===== config.mk =====
export PLATFORM = sky130hd
export DESIGN_NAME = usb_config_descriptor_parser
export DESIGN_NICKNAME = d
export VERILOG_FILES = /design/src/sv/ucdp_pkg.sv /design/src/sv/ucdp_front.sv /design/src/sv/ucdp_queue.sv /design/src/sv/ucdp_back.sv /design/src/sv/usb_config_descriptor_parser.sv
export SDC_FILE = /design/constraint.sdc
export NUM_CORES = 1
export LEC_CHECK = 0
export BUFFER_PORTS_ARGS = -buffer_cell sky130_fd_sc_hd__buf_4
export CAP_MARGIN = 20
export CORE_ASPECT_RATIO = 1.2
export CORE_UTILIZATION = 60
export DETAILED_ROUTE_END_ITERATION = 6
export HOLD_SLACK_MARGIN = 0.12
export PLACE_DENSITY_LB_ADDON = 0.1
export SLEW_MARGIN = 10
export SYNTH_ARGS = -nofsm -noshare
export SYNTH_HDL_FRONTEND = slang
export SYNTH_SLANG_ARGS = --single-unit

===== constraint.sdc =====
create_clock -name clk -period 9.6 [get_ports clk]
set_input_delay 0 -clock clk [delete_from_list [all_inputs] [get_ports clk]]
set_output_delay 0 -clock clk [all_outputs]
set_load 0.005 [all_outputs]

===== src/sv/ucdp_pkg.sv =====
// Shared types and constants for the configuration descriptor parser.
`timescale 1ns / 1ps

package ucdp_pkg;

    // Descriptor type codes
    localparam logic [7:0] TYPE_CONFIG    = 8'd2;
    localparam logic [7:0] TYPE_INTERFACE = 8'd4;
    localparam logic [7:0] TYPE_ENDPOINT  = 8'd5;

    // Positions at or past this limit are ignored
    localparam logic [15:0] POS_LIMIT = 16'hFFFF;

    // Header is nine bytes; a final byte below this position means a short blob
    localparam logic [15:0] MIN_LAST_POS = 16'd8;

    // Endpoint record limit and internal tally width
    localparam int MAX_ENDPOINTS = 16;
    localparam int TALLY_W       = 6;

    // Job queue between parser and record emitter
    localparam int QUEUE_DEPTH = 4;
    localparam int PTR_W       = 2;
    localparam int CNT_W       = 3;

    // One queue entry: an endpoint record, a summary, or both (endpoint first)
    typedef struct packed {
        logic        has_ep;
        logic        has_sum;
        logic [4:0]  ep_count;
        logic [39:0] ep_bytes;    // address, attributes, max packet lo/hi, interval
        logic        sum_status;
        logic [4:0]  sum_count;
        logic [31:0] hdr;         // value, interfaces, total length
        logic [31:0] ifc;         // number, class, subclass, protocol
    } ucdp_job_t;

endpackage


===== src/sv/ucdp_front.sv =====
// Byte parser: header capture, descriptor walk and job generation.
`timescale 1ns / 1ps

module ucdp_front
(
    input  logic                clk,
    input  logic                rst_n,
    input  logic                data_valid,
    output logic                data_ready,
    input  logic [7:0]          data_byte,
    input  logic                final_byte,
    input  logic                queue_full,
    output logic                job_push,
    output ucdp_pkg::ucdp_job_t job
);

    logic [15:0] pos_reg,    pos_next;
    logic [15:0] start_reg,  start_next;
    logic [7:0]  len_reg,    len_next;
    logic [7:0]  type_reg,   type_next;
    logic        stopped_reg, stopped_next;
    logic        hdr_err_reg, hdr_err_next;
    logic        iface_seen_reg, iface_seen_next;
    logic [31:0] hdr_reg,    hdr_next;
    logic [31:0] ifc_reg,    ifc_next;
    logic [ucdp_pkg::TALLY_W-1:0] tally_reg, tally_next;
    logic [7:0]  cap_reg  [6];
    logic [7:0]  cap_next [6];

    logic        accept;
    logic        active;
    logic [15:0] st_eff;
    logic [16:0] desc_end;
    logic [16:0] pos_plus;
    logic [15:0] diff;
    logic [7:0]  k;
    logic        last;
    logic        ep_fire;
    logic        bad;

    assign data_ready = !queue_full;
    assign accept     = data_valid && data_ready;
    assign active     = pos_reg != ucdp_pkg::POS_LIMIT;
    assign st_eff     = (pos_reg == 16'd0) ? {8'd0, data_byte} : start_reg;
    assign desc_end   = {1'b0, st_eff} + {9'd0, len_reg};
    assign pos_plus   = {1'b0, pos_reg} + 17'd1;
    assign diff       = pos_reg - st_eff;
    assign k          = diff[7:0];

    // Next-state for one accepted byte
    always_comb
    begin
        pos_next        = pos_reg;
        start_next      = start_reg;
        len_next        = len_reg;
        type_next       = type_reg;
        stopped_next    = stopped_reg;
        hdr_err_next    = hdr_err_reg;
        iface_seen_next = iface_seen_reg;
        hdr_next        = hdr_reg;
        ifc_next        = ifc_reg;
        tally_next      = tally_reg;
        cap_next        = cap_reg;
        last            = 1'b0;
        ep_fire         = 1'b0;

        if (active)
        begin
            if (pos_reg == 16'd0)
                start_next = {8'd0, data_byte};
            if (pos_reg == 16'd1 && data_byte != ucdp_pkg::TYPE_CONFIG)
                hdr_err_next = 1'b1;
            if (pos_reg == 16'd2)
                hdr_next[7:0] = hdr_reg[7:0] | data_byte;
            if (pos_reg == 16'd3)
                hdr_next[15:8] = hdr_reg[15:8] | data_byte;
            if (pos_reg == 16'd4)
                hdr_next[23:16] = hdr_reg[23:16] | data_byte;
            if (pos_reg == 16'd5)
                hdr_next[31:24] = hdr_reg[31:24] | data_byte;

            // Descriptor walk
            if (!stopped_reg)
            begin
                if (pos_reg == st_eff)
                begin
                    len_next  = data_byte;
                    type_next = 8'd0;
                    for (int i = 0; i < 6; i++)
                        cap_next[i] = 8'd0;
                    if (data_byte < 8'd2)
                        stopped_next = 1'b1;
                end
                else if (pos_reg > st_eff && {1'b0, pos_reg} < desc_end)
                begin
                    if (k == 8'd1)
                        type_next = data_byte;
                    for (int i = 0; i < 6; i++)
                        if (k == 8'(i + 2))
                            cap_next[i] = data_byte;
                end

                last = !stopped_next && (pos_reg > st_eff) && (pos_plus == desc_end);
                if (last)
                begin
                    if (type_next == ucdp_pkg::TYPE_INTERFACE && !iface_seen_reg)
                    begin
                        ifc_next        = {cap_next[0], cap_next[3], cap_next[4], cap_next[5]};
                        iface_seen_next = 1'b1;
                    end
                    else if (type_next == ucdp_pkg::TYPE_ENDPOINT && iface_seen_reg &&
                             !hdr_err_next &&
                             tally_reg < ucdp_pkg::TALLY_W'(ucdp_pkg::MAX_ENDPOINTS))
                    begin
                        tally_next = tally_reg + 1'b1;
                        ep_fire    = 1'b1;
                    end
                    start_next = pos_plus[15:0];
                end
            end
            pos_next = pos_plus[15:0];
        end
    end

    // Job for the queue; a summary is built from the post-byte state
    assign bad = hdr_err_next || (pos_reg < ucdp_pkg::MIN_LAST_POS);

    always_comb
    begin
        job.has_ep     = ep_fire;
        job.has_sum    = final_byte;
        job.ep_count   = tally_next[4:0];
        job.ep_bytes   = {cap_next[4], cap_next[3], cap_next[2], cap_next[1], cap_next[0]};
        job.sum_status = bad || !iface_seen_next;
        job.sum_count  = bad ? 5'd0 : tally_next[4:0];
        job.hdr        = bad ? 32'd0 : hdr_next;
        job.ifc        = bad ? 32'd0 : ifc_next;
    end

    assign job_push = accept && (ep_fire || final_byte);

    // State update; the final byte returns everything to reset
    always_ff @(posedge clk or negedge rst_n)
    begin
        if (!rst_n)
        begin
            pos_reg        <= '0;
            start_reg      <= '0;
            len_reg        <= '0;
            type_reg       <= '0;
            stopped_reg    <= 1'b0;
            hdr_err_reg    <= 1'b0;
            iface_seen_reg <= 1'b0;
            hdr_reg        <= '0;
            ifc_reg        <= '0;
            tally_reg      <= '0;
            for (int i = 0; i < 6; i++)
                cap_reg[i] <= '0;
        end
        else if (accept)
        begin
            if (final_byte)
            begin
                pos_reg        <= '0;
                start_reg      <= '0;
                len_reg        <= '0;
                type_reg       <= '0;
                stopped_reg    <= 1'b0;
                hdr_err_reg    <= 1'b0;
                iface_seen_reg <= 1'b0;
                hdr_reg        <= '0;
                ifc_reg        <= '0;
                tally_reg      <= '0;
                for (int i = 0; i < 6; i++)
                    cap_reg[i] <= '0;
            end
            else
            begin
                pos_reg        <= pos_next;
                start_reg      <= start_next;
                len_reg        <= len_next;
                type_reg       <= type_next;
                stopped_reg    <= stopped_next;
                hdr_err_reg    <= hdr_err_next;
                iface_seen_reg <= iface_seen_next;
                hdr_reg        <= hdr_next;
                ifc_reg        <= ifc_next;
                tally_reg      <= tally_next;
                cap_reg        <= cap_next;
            end
        end
    end

endmodule


===== src/sv/ucdp_queue.sv =====
// Short job queue between the parser and the record emitter.
`timescale 1ns / 1ps

module ucdp_queue
(
    input  logic                clk,
    input  logic                rst_n,
    input  logic                push,
    input  ucdp_pkg::ucdp_job_t push_job,
    output logic                full,
    input  logic                pop,
    output logic                head_valid,
    output ucdp_pkg::ucdp_job_t head_job
);

    ucdp_pkg::ucdp_job_t mem_reg [ucdp_pkg::QUEUE_DEPTH];
    logic [ucdp_pkg::PTR_W-1:0] wr_ptr_reg, wr_ptr_next;
    logic [ucdp_pkg::PTR_W-1:0] rd_ptr_reg, rd_ptr_next;
    logic [ucdp_pkg::CNT_W-1:0] count_reg, count_next;
    logic do_push;
    logic do_pop;

    assign full       = count_reg == ucdp_pkg::CNT_W'(ucdp_pkg::QUEUE_DEPTH);
    assign head_valid = count_reg != '0;
    assign head_job   = mem_reg[rd_ptr_reg];
    assign do_push    = push && !full;
    assign do_pop     = pop && head_valid;

    // Pointer and fill count
    always_comb
    begin
        wr_ptr_next = do_push ? wr_ptr_reg + 1'b1 : wr_ptr_reg;
        rd_ptr_next = do_pop ? rd_ptr_reg + 1'b1 : rd_ptr_reg;
        count_next  = count_reg;
        if (do_push && !do_pop)
            count_next = count_reg + 1'b1;
        else if (!do_push && do_pop)
            count_next = count_reg - 1'b1;
    end

    always_ff @(posedge clk or negedge rst_n)
    begin
        if (!rst_n)
        begin
            wr_ptr_reg <= '0;
            rd_ptr_reg <= '0;
            count_reg  <= '0;
        end
        else
        begin
            wr_ptr_reg <= wr_ptr_next;
            rd_ptr_reg <= rd_ptr_next;
            count_reg  <= count_next;
        end
    end

    // Entry storage
    always_ff @(posedge clk)
    begin
        if (do_push)
            mem_reg[wr_ptr_reg] <= push_job;
    end

endmodule


===== src/sv/ucdp_back.sv =====
// Record emitter: expands queued jobs into output records behind a register.
`timescale 1ns / 1ps

module ucdp_back
(
    input  logic                clk,
    input  logic                rst_n,
    input  logic                head_valid,
    input  ucdp_pkg::ucdp_job_t head_job,
    output logic                pop,
    output logic                record_valid,
    input  logic                record_ready,
    output logic                record_kind,
    output logic                status,
    output logic [7:0]          config_value,
    output logic [7:0]          interface_total,
    output logic [15:0]         config_total_bytes,
    output logic [7:0]          iface_number,
    output logic [23:0]         iface_class_triple,
    output logic [4:0]          endpoint_count,
    output logic [7:0]          ep_address,
    output logic [7:0]          ep_attributes,
    output logic [15:0]         ep_max_packet,
    output logic [7:0]          ep_interval
);

    logic        valid_reg, valid_next;
    logic        phase_reg, phase_next;   // endpoint half of a two-record job done
    logic        kind_reg,  kind_next;
    logic        status_reg, status_next;
    logic [31:0] hdr_reg,   hdr_next;
    logic [31:0] ifc_reg,   ifc_next;
    logic [4:0]  count_reg, count_next;
    logic [39:0] ep_reg,    ep_next;
    logic        load;

    assign load = !valid_reg || record_ready;

    // Pick the next record from the queue head
    always_comb
    begin
        valid_next  = valid_reg;
        phase_next  = phase_reg;
        kind_next   = kind_reg;
        status_next = status_reg;
        hdr_next    = hdr_reg;
        ifc_next    = ifc_reg;
        count_next  = count_reg;
        ep_next     = ep_reg;
        pop         = 1'b0;
        if (load)
        begin
            valid_next = head_valid;
            if (head_valid)
            begin
                if (head_job.has_ep && !phase_reg)
                begin
                    kind_next   = 1'b0;
                    status_next = 1'b0;
                    hdr_next    = '0;
                    ifc_next    = '0;
                    count_next  = head_job.ep_count;
                    ep_next     = head_job.ep_bytes;
                    if (head_job.has_sum)
                        phase_next = 1'b1;
                    else
                        pop = 1'b1;
                end
                else
                begin
                    kind_next   = 1'b1;
                    status_next = head_job.sum_status;
                    hdr_next    = head_job.hdr;
                    ifc_next    = head_job.ifc;
                    count_next  = head_job.sum_count;
                    ep_next     = '0;
                    phase_next  = 1'b0;
                    pop         = 1'b1;
                end
            end
        end
    end

    always_ff @(posedge clk or negedge rst_n)
    begin
        if (!rst_n)
        begin
            valid_reg <= 1'b0;
            phase_reg <= 1'b0;
        end
        else
        begin
            valid_reg <= valid_next;
            phase_reg <= phase_next;
        end
    end

    always_ff @(posedge clk)
    begin
        kind_reg   <= kind_next;
        status_reg <= status_next;
        hdr_reg    <= hdr_next;
        ifc_reg    <= ifc_next;
        count_reg  <= count_next;
        ep_reg     <= ep_next;
    end

    assign record_valid       = valid_reg;
    assign record_kind        = kind_reg;
    assign status             = status_reg;
    assign config_value       = hdr_reg[31:24];
    assign interface_total    = hdr_reg[23:16];
    assign config_total_bytes = hdr_reg[15:0];
    assign iface_number       = ifc_reg[31:24];
    assign iface_class_triple = ifc_reg[23:0];
    assign endpoint_count     = count_reg;
    assign ep_address         = ep_reg[7:0];
    assign ep_attributes      = ep_reg[15:8];
    assign ep_max_packet      = ep_reg[31:16];
    assign ep_interval        = ep_reg[39:32];

endmodule


===== src/sv/usb_config_descriptor_parser.sv =====
// Top level of the USB configuration descriptor parser.
// Input channel (data_valid/data_ready): one blob byte per transfer, with
// final_byte set on the last byte of the blob.
// Output channel (record_valid/record_ready): endpoint records (record_kind 0)
// for each endpoint descriptor after the first interface, up to sixteen per
// blob and none after a bad header type, then one summary (record_kind 1) per
// blob carrying header fields, interface fields and status.
// Throughput: one byte per cycle while the job queue is not full. The parser
// updates its walk state in the cycle a byte is taken and pushes any records
// it causes into a four-entry job queue; the emitter drains that queue into
// the output register, loading each record from the queue head once that
// register is free. When the final byte also completes an endpoint, the
// summary follows the endpoint record, so such a job yields two output
// records; data_ready drops only while the job queue is full.
// Reset clears the parse state, empties the queue and drops record_valid.
// While the receiver holds record_ready low the output record holds and
// bytes keep being taken until the queue fills.
`timescale 1ns / 1ps

module usb_config_descriptor_parser
(
    input  logic        clk,
    input  logic        rst_n,
    input  logic        data_valid,
    output logic        data_ready,
    input  logic [7:0]  data_byte,
    input  logic        final_byte,
    output logic        record_valid,
    input  logic        record_ready,
    output logic        record_kind,
    output logic        status,
    output logic [7:0]  config_value,
    output logic [7:0]  interface_total,
    output logic [15:0] config_total_bytes,
    output logic [7:0]  iface_number,
    output logic [23:0] iface_class_triple,
    output logic [4:0]  endpoint_count,
    output logic [7:0]  ep_address,
    output logic [7:0]  ep_attributes,
    output logic [15:0] ep_max_packet,
    output logic [7:0]  ep_interval
);

    ucdp_pkg::ucdp_job_t push_job;
    ucdp_pkg::ucdp_job_t head_job;
    logic push;
    logic full;
    logic pop;
    logic head_valid;

    ucdp_front u_front
    (
        .clk        (clk),
        .rst_n      (rst_n),
        .data_valid (data_valid),
        .data_ready (data_ready),
        .data_byte  (data_byte),
        .final_byte (final_byte),
        .queue_full (full),
        .job_push   (push),
        .job        (push_job)
    );

    ucdp_queue u_queue
    (
        .clk        (clk),
        .rst_n      (rst_n),
        .push       (push),
        .push_job   (push_job),
        .full       (full),
        .pop        (pop),
        .head_valid (head_valid),
        .head_job   (head_job)
    );

    ucdp_back u_back
    (
        .clk                (clk),
        .rst_n              (rst_n),
        .head_valid         (head_valid),
        .head_job           (head_job),
        .pop                (pop),
        .record_valid       (record_valid),
        .record_ready       (record_ready),
        .record_kind        (record_kind),
        .status             (status),
        .config_value       (config_value),
        .interface_total    (interface_total),
        .config_total_bytes (config_total_bytes),
        .iface_number       (iface_number),
        .iface_class_triple (iface_class_triple),
        .endpoint_count     (endpoint_count),
        .ep_address         (ep_address),
        .ep_attributes      (ep_attributes),
        .ep_max_packet      (ep_max_packet),
        .ep_interval        (ep_interval)
    );

endmodule

## Word-level counts from Yosys, hierarchy flattened

Memory sizes are Yosys's and may differ from the RTL's.
Index checks and enable logic that the tools add are counted.

- Input port bits: 13
- Memory bits (writable): 468
- Flip-flop bits (word level): 289
- Memories kept: 1

- Bitwise logic cells: 4
- Reductions and logical operators: 41
- Add/sub/neg operators: 8
- $lt $le $gt $ge: 5
- Muxes and demuxes: 83
- Equality and inequality tests: 22

Memory list:

| name | words | bits a word | read ports | clocked after memory_dff | wr ports | line | source |
|---|---|---|---|---|---|---|---|
| u_queue.mem_reg | 4 | 117 | 1 | 0 | 1 | ucdp_queue.sv:16 | `ucdp_pkg::ucdp_job_t mem_reg [ucdp_pkg::QUEUE_DEPTH];` |

Operators with widths:

| operator | count |
|---|---|
| $mux W32 | 9 |
| $mux W48 | 5 |
| $mux W8 | 22 |
| $mux W16 | 7 |
| $eq A8 B3 Y1 const B | 6 |
| $mux W6 | 6 |
| $eq A16 B2 Y1 const B | 2 |
| $eq A16 B3 Y1 const B | 2 |
| $or A8 B8 Y8 | 4 |
| $mux W1 | 30 |
| $add A16 B1 Y17 const B | 1 |
| $add A16 B8 Y17 | 1 |
| $eq A17 B17 Y1 | 1 |
| $lt A16 B17 Y1 | 1 |
| $eq A16 B1 Y1 const B | 1 |
| $eq A16 B16 Y1 | 1 |
| $eq A8 B2 Y1 const B | 2 |
| $gt A16 B16 Y1 | 1 |
| $logic_not A16 Y1 | 1 |
| $lt A16 B4 Y1 const B | 1 |
| $ne A16 B16 Y1 const B | 1 |
| $logic_and A1 B1 Y1 | 15 |
| $mux W5 | 2 |
| $reduce_bool A2 Y1 | 5 |
| 19 further kinds | 36 |

## Depth between registers and ports, before layout

Gate-level depths: netlist (run 1).

- Depth in word-level cells: 25
- Mapped depth: 31
- Depth with buffers taken out: 29

## Modules after synthesis

From an unflattened synthesis (run 1), not the netlist that was laid out.

- Cells, all modules: 2243
- Area total of the unflattened synthesis: 33080.5 µm²

By module, submodules not included:

| module | area an instance (µm²) | instances | cells each | sequential area each (µm²) |
|---|---|---|---|---|
| ucdp_queue | 17392.9 | 1 | 646 | 14228.6 |
| ucdp_front | 11446.0 | 1 | 1343 | 4229.1 |
| ucdp_back | 4241.6 | 1 | 254 | 3383.2 |

## Least setup slack after synthesis (run 1)

Ideal clock, no wire load.

- Kind: register to register
- Start: reg u_front.pos_reg[1]
- End: mem u_queue.mem_reg[0][0] in the netlist's numbering (enable)
- Arrival: 8043 ps
- Cell stages (with the launch flop): 26
- Buffers on the path: 3
- Required time: 9110 ps
- Path slack: 1067 ps
- Cell sequence: dfrtp_1 -> inv_1 -> ha_1 -> nor4b_2 -> nand4_2 -> buf_1 -> mux2i_1 -> inv_1 -> ha_1 -> clkbuf_1 -> a211o_1 -> a211o_1 -> o21ai_1 -> o21a_1 -> o21ai_0 -> ha_1 -> a2111oi_0 -> o21ai_0 -> a21oi_1 -> o211ai_1 -> nor2_1 -> o211ai_1 -> nor2_1 -> o21a_1 -> buf_2 -> and2_1

- Cells in the longest elaborated chain, start to end: 23

RTL lines:

| item | line | source |
|---|---|---|
| start, declared | ucdp_front.sv:17 | `logic [15:0] pos_reg, pos_next;` |
| start signal, assigned | ucdp_front.sv:179 | `pos_reg <= pos_next;` |
| $logic_not A16 Y1 | ucdp_front.sv:44 | `assign st_eff = (pos_reg == 16'd0) ? {8'd0, data_byte} : start_reg;` |
| $mux W16 | ucdp_front.sv:44 |  |
| $add A16 B8 Y17 or $sub A8 B8 Y8 (tied branches) | ucdp_front.sv:45, ucdp_front.sv:47 |  |
| $lt A16 B17 Y1 or $eq A8 B1 Y1 (tied branches) | ucdp_front.sv:94, ucdp_front.sv:96 |  |
| $logic_and A1 B1 Y1 or $mux W8 (tied branches) | ucdp_front.sv:94, ucdp_front.sv:96 |  |
| $mux W8 | ucdp_front.sv:94 | `else if (pos_reg > st_eff && {1'b0, pos_reg} < desc_end)` |
| $mux W8 | ucdp_front.sv:85 | `if (pos_reg == st_eff)` |
| $mux W8 | ucdp_front.sv:83 | `if (!stopped_reg)` |
| [8 not listed] | -- |  |
| $mux W1 | ucdp_front.sv:83 |  |
| $mux W1 * | ucdp_front.sv:67 | `if (active)` |
| $logic_or A1 B1 Y1 * | ucdp_front.sv:140 | `assign job_push = accept && (ep_fire \|\| final_byte);` |
| $logic_and A1 B1 Y1 * | ucdp_front.sv:140 |  |
| $logic_and A1 B1 Y1 * | ucdp_queue.sv:26 | `assign do_push = push && !full;` |
| net u_queue.do_push | ucdp_queue.sv:20 | `logic do_push;` |
| $mux W1 * | ucdp_queue.sv:60 | `if (do_push)` |
| $mux W1 (not written as such) * | ucdp_queue.sv:61 | `mem_reg[wr_ptr_reg] <= push_job;` |
| end, declared | ucdp_queue.sv:16 |  |

The timed path passes the listed nets; every way through them passes the cells marked *. The select of a mux whose other input is x is not followed.

## Final worst setup path (run 1)

- Start: reg u_front.pos_reg[1]
- End: mem u_queue.mem_reg[0][11] in the netlist's numbering (enable)

- Cells in the longest elaborated chain, start to end: 23

RTL lines:

| item | line | source |
|---|---|---|
| $logic_not A16 Y1 | ucdp_front.sv:44 |  |
| $mux W16 | ucdp_front.sv:44 |  |
| $add A16 B8 Y17 or $sub A8 B8 Y8 (tied branches) | ucdp_front.sv:45, ucdp_front.sv:47 |  |
| $lt A16 B17 Y1 or $eq A8 B1 Y1 (tied branches) | ucdp_front.sv:94, ucdp_front.sv:96 |  |
| $logic_and A1 B1 Y1 or $mux W8 (tied branches) | ucdp_front.sv:94, ucdp_front.sv:96 |  |
| $mux W8 | ucdp_front.sv:94 |  |
| $mux W8 | ucdp_front.sv:85 |  |
| $mux W8 | ucdp_front.sv:83 |  |
| [7 not listed] | -- |  |
| $mux W1 | ucdp_front.sv:104 | `if (last)` |
| $mux W1 | ucdp_front.sv:83 |  |
| $mux W1 * | ucdp_front.sv:67 |  |
| $logic_or A1 B1 Y1 * | ucdp_front.sv:140 |  |
| $logic_and A1 B1 Y1 * | ucdp_front.sv:140 |  |
| $logic_and A1 B1 Y1 * | ucdp_queue.sv:26 |  |
| $mux W1 * | ucdp_queue.sv:60 |  |
| $mux W1 (not written as such) * | ucdp_queue.sv:61 |  |

Mark *: on every way between the ends. The rest lies on a longest branch, timed or not. The select of a mux whose other input is x is not followed.

==> results of run 1 <==
## per-stage QoR
stage                     instance area, sq um  worst slack (ns)  total power, mW
after floorplan                          32580             1.067            6.091
after global routing                     36870            0.6840            10.31
after CTS                                36860             1.445            9.969
after global placement                   34320             1.681            7.045
after detailed placement                 34320             1.434            7.111
final                                    36870             1.415            9.890
## per-layer routing
metal  share of wire [%]  wire, um  global-route usage, %  vias up
li1                    -         -                      -     8447
met2                  50     37920                  46.84      739
met1                  41     31410                  38.66     9939
met5                   0         0                      0        -
met4                 3.2      2424                  10.73        0
met3                 5.9      4503                  3.865      161
## critical path, delay by kind of cell (launching register included)
family                     cells  cell delay [ns]
muxes                          2             0.92
DFF                            1             0.50
buffers and inverters          3             0.72
AOI/OAI and AO/OA              9             2.51
adders and majority gates      3             0.89
and+or+nand+nor                5             2.29
## report_power, final
group	internal [mW]	switching [mW]	total [mW]
logic	1.22	1.41	2.62
registers	4.15	0.254	4.40
clock network	1.63	1.23	2.87
## cells in the final DEF (no fill, tap or decap), types with 9 or more instances in the layout
cell           netlist  layout
edfxtp_1           579     579
dfrtp_1            178     176
nand2_1            175     175
and2_1             160     156
buf_4                6     155
nor2_1             124     121
mux4_2             116     116
a22o_1              83      83
o21ai_0             78      78
mux2i_1             76      76
clkbuf_16            0      76
a21oi_1             54      53
ha_1                50      50
inv_1               32      31
nand3_1             26      26
clkbuf_1            89      23
xnor2_1             22      22
xor2_1              20      20
a21o_1              19      19
a22oi_1             18      18
nand2b_1            15      14
nand4_1             13      13
a32o_1              13      13
clkinv_2             0      13
dlygate4sd3_1        0      13
and3_1              11      11
mux2_2              10      10
nor3b_1             10      10
nor3_1               9       9
and4_1               9       9
o21a_1               9       9
## worst min-delay path by stage
stage	end	slack (ns)
floorplan	u_back.phase_reg$_DFFE_PN0P_	-0.30
global placement	u_back.record_valid$_DFFE_PN0N_	0.07
detailed placement	u_back.record_valid$_DFFE_PN0N_	0.07
CTS	u_back.record_valid$_DFFE_PN0N_	0.15
global route	u_back.record_valid$_DFFE_PN0N_	0.18
finish	u_back.record_valid$_DFFE_PN0N_	0.16
## timing repair
item | in CTS | in global routing
setup endpoints to repair | 0 | 0
hold buffers | 14 | 0
endpoints found under the hold margin | 237 | 0
## area by class of cell
class | count | area (sq um)
inverters | 32 | 120.1
fillers | 3619 | 16770
diodes | 1 | 2.502
well taps | 712 | 890.9
repair buffers | 175 | 1433
clock inverters | 31 | 315.3
multi-input cells | 1233 | 10190
clock buffers | 105 | 2071
flip-flops and latches | 757 | 21850
## cell families after synthesis
kind of cell,count (synthesis),share of synthesized area [%]
flip-flops,757,67.04
AND/OR/NAND/NOR,595,9.551
AO/OA/AOI/OAI,335,7.216
multiplexers,203,10.73
buffers and inverters,153,1.870
adder cells (fa/ha/maj),53,2.105
XOR/XNOR,47,1.482
==> key figures, run 1 <==
Critical path
  – WS Path Type: flip-flop to flip-flop
  – Critical path endpoint: u_queue.mem_reg[0][11]$_DFFE_PP_
  – CP most frequent cell: ha_1
  – CP required: 9.88 ns
  – Worst reg2reg path depth: 22
  – Slowest stage delay, CP: 0.77 ns
  – Crit-path cells: inv_1 -> ha_1 -> nor4b_2 -> nand4_2 -> mux2i_1 -> inv_1 -> ha_1 -> o21ai_0 -> a21o_1 -> a211oi_1 -> mux2_2 -> ha_1 -> a2111oi_0 -> o21ai_0 -> a21oi_1 -> o211ai_1 -> nor2_1 -> o211ai_1 -> nor2_1 -> o21a_1 -> and2_4 -> buf_4
  – FF-to-FF End: u_queue.mem_reg[0][11]$_DFFE_PP_
  – Arrival time worst endpoint: 8.46 ns
  – Worst r2r src: u_front.pos_reg[1]$_DFFE_PN0P_
  – CP Max Fanout: 48
  – FF-to-FF setup slack: 1.42 ns
  – Critical path endpoint category: flip-flop
  – CP Launch Point: u_front.pos_reg[1]$_DFFE_PN0P_
  – Slowest-stage cell, CP: and2_4
  – CP Launch Type: flip-flop

Final layout
  – Layout area overhead: 13.18%
  – Largest register FFs: 468
  – Core Util, Final: a little under 70%
  – Final Non-Filler Cells: between 3000 and 4000
  – Final #Nets: 2338
  – Share of layout cells above drive strength 1: 18.69%

Synthesis
  – Async SR Flop Fraction: 23.51%
  – Post-synth top area cell: edfxtp_1
  – Commonest cells post-synth: edfxtp_1 (579), dfrtp_1 (178), nand2_1 (175)
  – Post-synthesis sequential area ratio: 67.04%
  – Synth area leaders: edfxtp_1 (53%), dfrtp_1 (14%), mux4_2 (8.0%)
  – Main synth FF type: edfxtp_1
  – Most numerous cell in the Yosys netlist: edfxtp_1
  – Count of different cell masters after synthesis: 71
  – Ys Warns: 0
  – Post-synth EDFFs: 579
  – Post-Syn Nets: between 2000 and 2500
  – Share of the synthesized area in the top cell type: 53.37%
  – Synthesized instance count: 2143
  – Cell Area, Synth: 32580 sq um
  – Synthesized flop and latch total: between 700 and 800
  – Mean post-synth cell area: 15.20 sq um

Clock network
  – Worst skew pair latency: 0.62 ns
  – CTS tree: done
  – CTS buffer count: 73
  – Post-CTS Setup Bufs: 0
  – H-tree depth: 3
  – Clock Tree Buf Depth: 3
  – Clk sink count: 757
  – Root Buffer: clkbuf_16
  – Post-CTS sizing: 0
  – Worst-path clk slew: around 0.060 ns

Global route
  – Pin count of the biggest net entering global routing: 70
  – First-pass GRT wire length: 118300 um
  – Initial antenna violation count: 1
  – Vias in the first global route: 19810
  – Grt ovf: 0
  – GRT Util Overall: 28.34%

Place
  – Post-DP HPWL: 46580 um
  – PortBufs: 125
  – GPL Wtd Cong: 0.8698
  – DP Cell Count: 2894

Timing
  – Final setup violation count: 0
  – Final Max Tran Viols: 0
  – Period utilisation layout: between 80 and 90%
  – Minimum clock period: approximately 8.2 ns
  – Final Hold Vio Count: 0
  – Relative slew slack: 28.80%
  – Setup TNS: 0 ns
  – Worst hold slack: 0.1564 ns
  – Max Freq: 122.2 MHz
  – Slew at the pin closest to its max-slew limit: 1.067 ns
  – Worst Clk Skew: ~0.017 ns
  – RSZ-0062 raised after global routing: no

Worst hold path
  – Min-delay worst type: primary input to flip-flop
  – Hold Crit Depth: 3
  – Hold wc startpoint: record_ready

Route
  – Via/cell ratio: 6.332
  – Initial drt markers: 1979
  – Via count: 19290
  – WL per Instance: 25.04 um
  – Routed wire length: 76260 um
  – Number of routed nets with antenna violations: 0
  – Drt pass-1 iters: 5
  – DRC violations left: 0

Power and ir drop
  – Peak supply drop: 0.2359 mV
  – P per Cell Area: about 270 nW/um^2
  – Total leakage power: 13.85 nW

Die
  – Core ar.: 53640 sq um
  – Die Area: 55240 sq um
  – # IOs: 126
  – Die Width: 214.7 um
  – Die Y: between 200 and 300 um
  – Row Count: between 90 and 100
  – Initial Util: 60.73%

Status
  – Outcome: finished, final reports clean

Job
  – Max-Cap Viols: 0
(Power assumes the default switching activity.)
==> inputs of run 2 (changes only) <==
--- a/config.mk
+++ b/config.mk
@@ -8,9 +8,11 @@
 export BUFFER_PORTS_ARGS = -buffer_cell sky130_fd_sc_hd__buf_4
 export CAP_MARGIN = 20
 export CORE_ASPECT_RATIO = 1.2
+export CORE_MARGIN = 8
 export CORE_UTILIZATION = 60
 export DETAILED_ROUTE_END_ITERATION = 6
 export HOLD_SLACK_MARGIN = 0.12
+export MAX_ROUTING_LAYER = met4
 export PLACE_DENSITY_LB_ADDON = 0.1
 export SLEW_MARGIN = 10
 export SYNTH_ARGS = -nofsm -noshare
==> run 2 against run 1 <==
Against the previous run: routed wire length rose by 0.46%; largest cell class unchanged; flip-flop and latch count stayed put; via count decreased by 1.5%; sequential power hardly changed; core utilization up 0.25 points; global-route usage fell by 3.0 points; hold slack got worse by 0.0095 ns; clock skew increased by 0.011 ns; largest power group unchanged; setup slack worse by 0.064 ns; sequential share of layout area shrank 0.21 points; highest routed layer unchanged.
==> key figures, run 2 (synthesized netlist as in run 1, its figures left out) <==
Status
  – Outcome: finished, final reports clean

Power and ir drop
  – P per Cell Area: 271.7 nW/um^2
  – Pwr Total: 10.06 mW
  – Total leakage power: about 14 nW
  – Peak supply drop: around 0.21 mV

Die
  – Die Width: 228.7 um
  – Die Area: around 62000 sq um
  – Core ar.: 53640 sq um
  – Row Count: between 90 and 100
  – # IOs: 126
  – Initial Util: 60.73%
  – Die Y: 271.3 um

Route
  – Via count: 19000
  – WL per Instance: 25.18 um
  – Number of routed nets with antenna violations: 0
  – Via/cell ratio: 6.245
  – Routed wire length: ~77000 um
  – DRC violations left: 0
  – Initial drt markers: 1640
  – Drt pass-1 iters: 5

Final layout
  – Commonest non-fill, non-tap cells in the layout: edfxtp_1 (579), dfrtp_1 (176), nand2_1 (175), and2_1 (156), buf_4 (154)
  – Share of layout cells above drive strength 1: 18.70%
  – Antenna Cells: 0
  – Layout fillers: 3569
  – Largest register FFs: 468
  – Layout area overhead: 13.60%
  – Final #Nets: 2339
  – Final Non-Filler Cells: around 3000
  – Most common cell after layout, fill and taps aside: edfxtp_1

Clock network
  – Worst-path clk slew: 0.07 ns
  – H-tree depth: 3
  – Worst skew pair latency: 0.62 ns
  – Clk sink count: around 760
  – CTS buffer count: 74
  – Post-CTS Setup Bufs: 0
  – Root Buffer: clkbuf_16
  – Clock Tree Buf Depth: 3
  – CTS tree: done

Place
  – PortBufs: 125
  – GPL Wtd Cong: 0.9287
  – DP Cell Count: 2895
  – Post-DP HPWL: 47010 um

Global route
  – GRT Util Overall: 25.30%
  – Vias in the first global route: 19650
  – Pin count of the biggest net entering global routing: 86
  – First-pass GRT wire length: 117500 um
  – Initial antenna violation count: 0
  – Grt ovf: 0

Critical path
  – Worst r2r src: u_front.pos_reg[1]$_DFFE_PN0P_
  – CP Launch Type: flip-flop
  – CP Max Fanout: 41
  – WS Path Type: flip-flop to flip-flop
  – CP required: 9.84 ns
  – Arrival time worst endpoint: between 8 and 9 ns
  – Critical path endpoint category: flip-flop
  – CP Launch Point: u_front.pos_reg[1]$_DFFE_PN0P_

Timing
  – Final Hold Vio Count: 0
  – Setup TNS: 0 ns
  – Relative slew slack: 23.11%
  – Final Max Tran Viols: 0
  – Max Freq: 121.2 MHz
  – Final setup violation count: 0
  – Period utilisation layout: 85.93%
  – Slew at the pin closest to its max-slew limit: 1.152 ns
  – Minimum clock period: 8.249 ns
  – Worst Clk Skew: 0.02773 ns
  – RSZ-0062 raised after global routing: no

Worst hold path
  – Min-delay worst type: primary input to flip-flop
  – Hold wc startpoint: record_ready

Job
  – Max-Cap Viols: 0
==> run 2: cell types whose count changed in the layout (fill, tap and decap cells not counted), sizes merged <==
| cell | delta |
|---|---|
| bufinv | +8 |
| clkbuf | -11 |
| clkinv | +7 |
| diode | -1 |
| inv | -6 |
==> run 2: final cells by class <==
type	instances	area, sq um	area share [%]
inverters	32	120.1	0.3246
repair buffers	175	1431	3.868
well taps	712	890.9	2.407
clock inverters	40	535.5	1.447
flip-flops and latches	757	21850	59.04
multi-input cells	1233	10190	27.54
clock buffers	94	1988	5.372
==> run 2: worst max-delay path, cell delays in order (launching register included) <==
cell and delay (ns):
dfrtp_1 0.51, inv_1 0.19, ha_1 0.20, nor4b_2 0.28, nand4_2 0.70, mux2i_1 0.53, inv_1 0.09, ha_1 0.39
a211o_1 0.33, a211o_1 0.32, o21ai_1 0.29, o21a_1 0.17, o21ai_0 0.15, ha_1 0.24, a2111oi_0 0.42, o21ai_0 0.17
a21oi_1 0.30, o211ai_1 0.29, nor2_1 0.18, o211ai_1 0.22, nor2_1 0.38, o21a_1 0.33, and2_4 0.66, buf_4 0.53
==> run 2: per-stage QoR <==
| step | hold slack [ns] | area [sq um] | setup WS, ns | utilization [%] |
|---|---|---|---|---|
| CTS | 0.1305 | 37010 | 1.333 | 68.99 |
| global placement | 0.1171 | 34290 | 1.501 | 63.91 |
| detailed placement | 0.1152 | 34330 | 1.392 | 63.99 |
| finish | 0.1469 | 37010 | 1.351 | 68.99 |
| global route | 0.1681 | 37010 | 0.8478 | 68.99 |
| floorplan | -0.2956 | 32580 | 1.067 | - |
==> run 2: worst paths after layout <==
check	to	slack [ns]	depth (start not counted)
worst max-delay path	u_queue.mem_reg[3][101]$_DFFE_PP_	1.35	23
worst min-delay path	u_back.record_valid$_DFFE_PN0N_	0.15	3
worst max register to register	u_queue.mem_reg[3][101]$_DFFE_PP_	1.35	23
worst min register to register	u_front.cap_reg[31]$_DFFE_PN0P_	0.47	2
max in group asynchronous	u_queue.rd_ptr_reg[1]$_DFFE_PN0P_	8.26	4
min in group asynchronous	u_back.record_valid$_DFFE_PN0N_	0.53	4
==> run 2: what timing repair did <==
item                                   4_1_cts  5_1_grt
hold buffers                                14        0
endpoints found under the hold margin      248        0
resized for setup                            0        0
==> run 2: metal layers <==
layer | track usage (%) | wire, um | vias up
met5 | - | 0 | -
met2 | 42.12 | 38730 | 617
met1 | 32.33 | 31640 | 9826
met3 | 3.433 | 4205 | 129
li1 | - | - | 8431
met4 | 8.062 | 2037 | 0
==> run 2: power breakdown <==
group	internal [mW]	switching (mW)
clock network	1.80	1.21
registers	4.15	0.256
logic	1.22	1.43
total	7.16	2.90
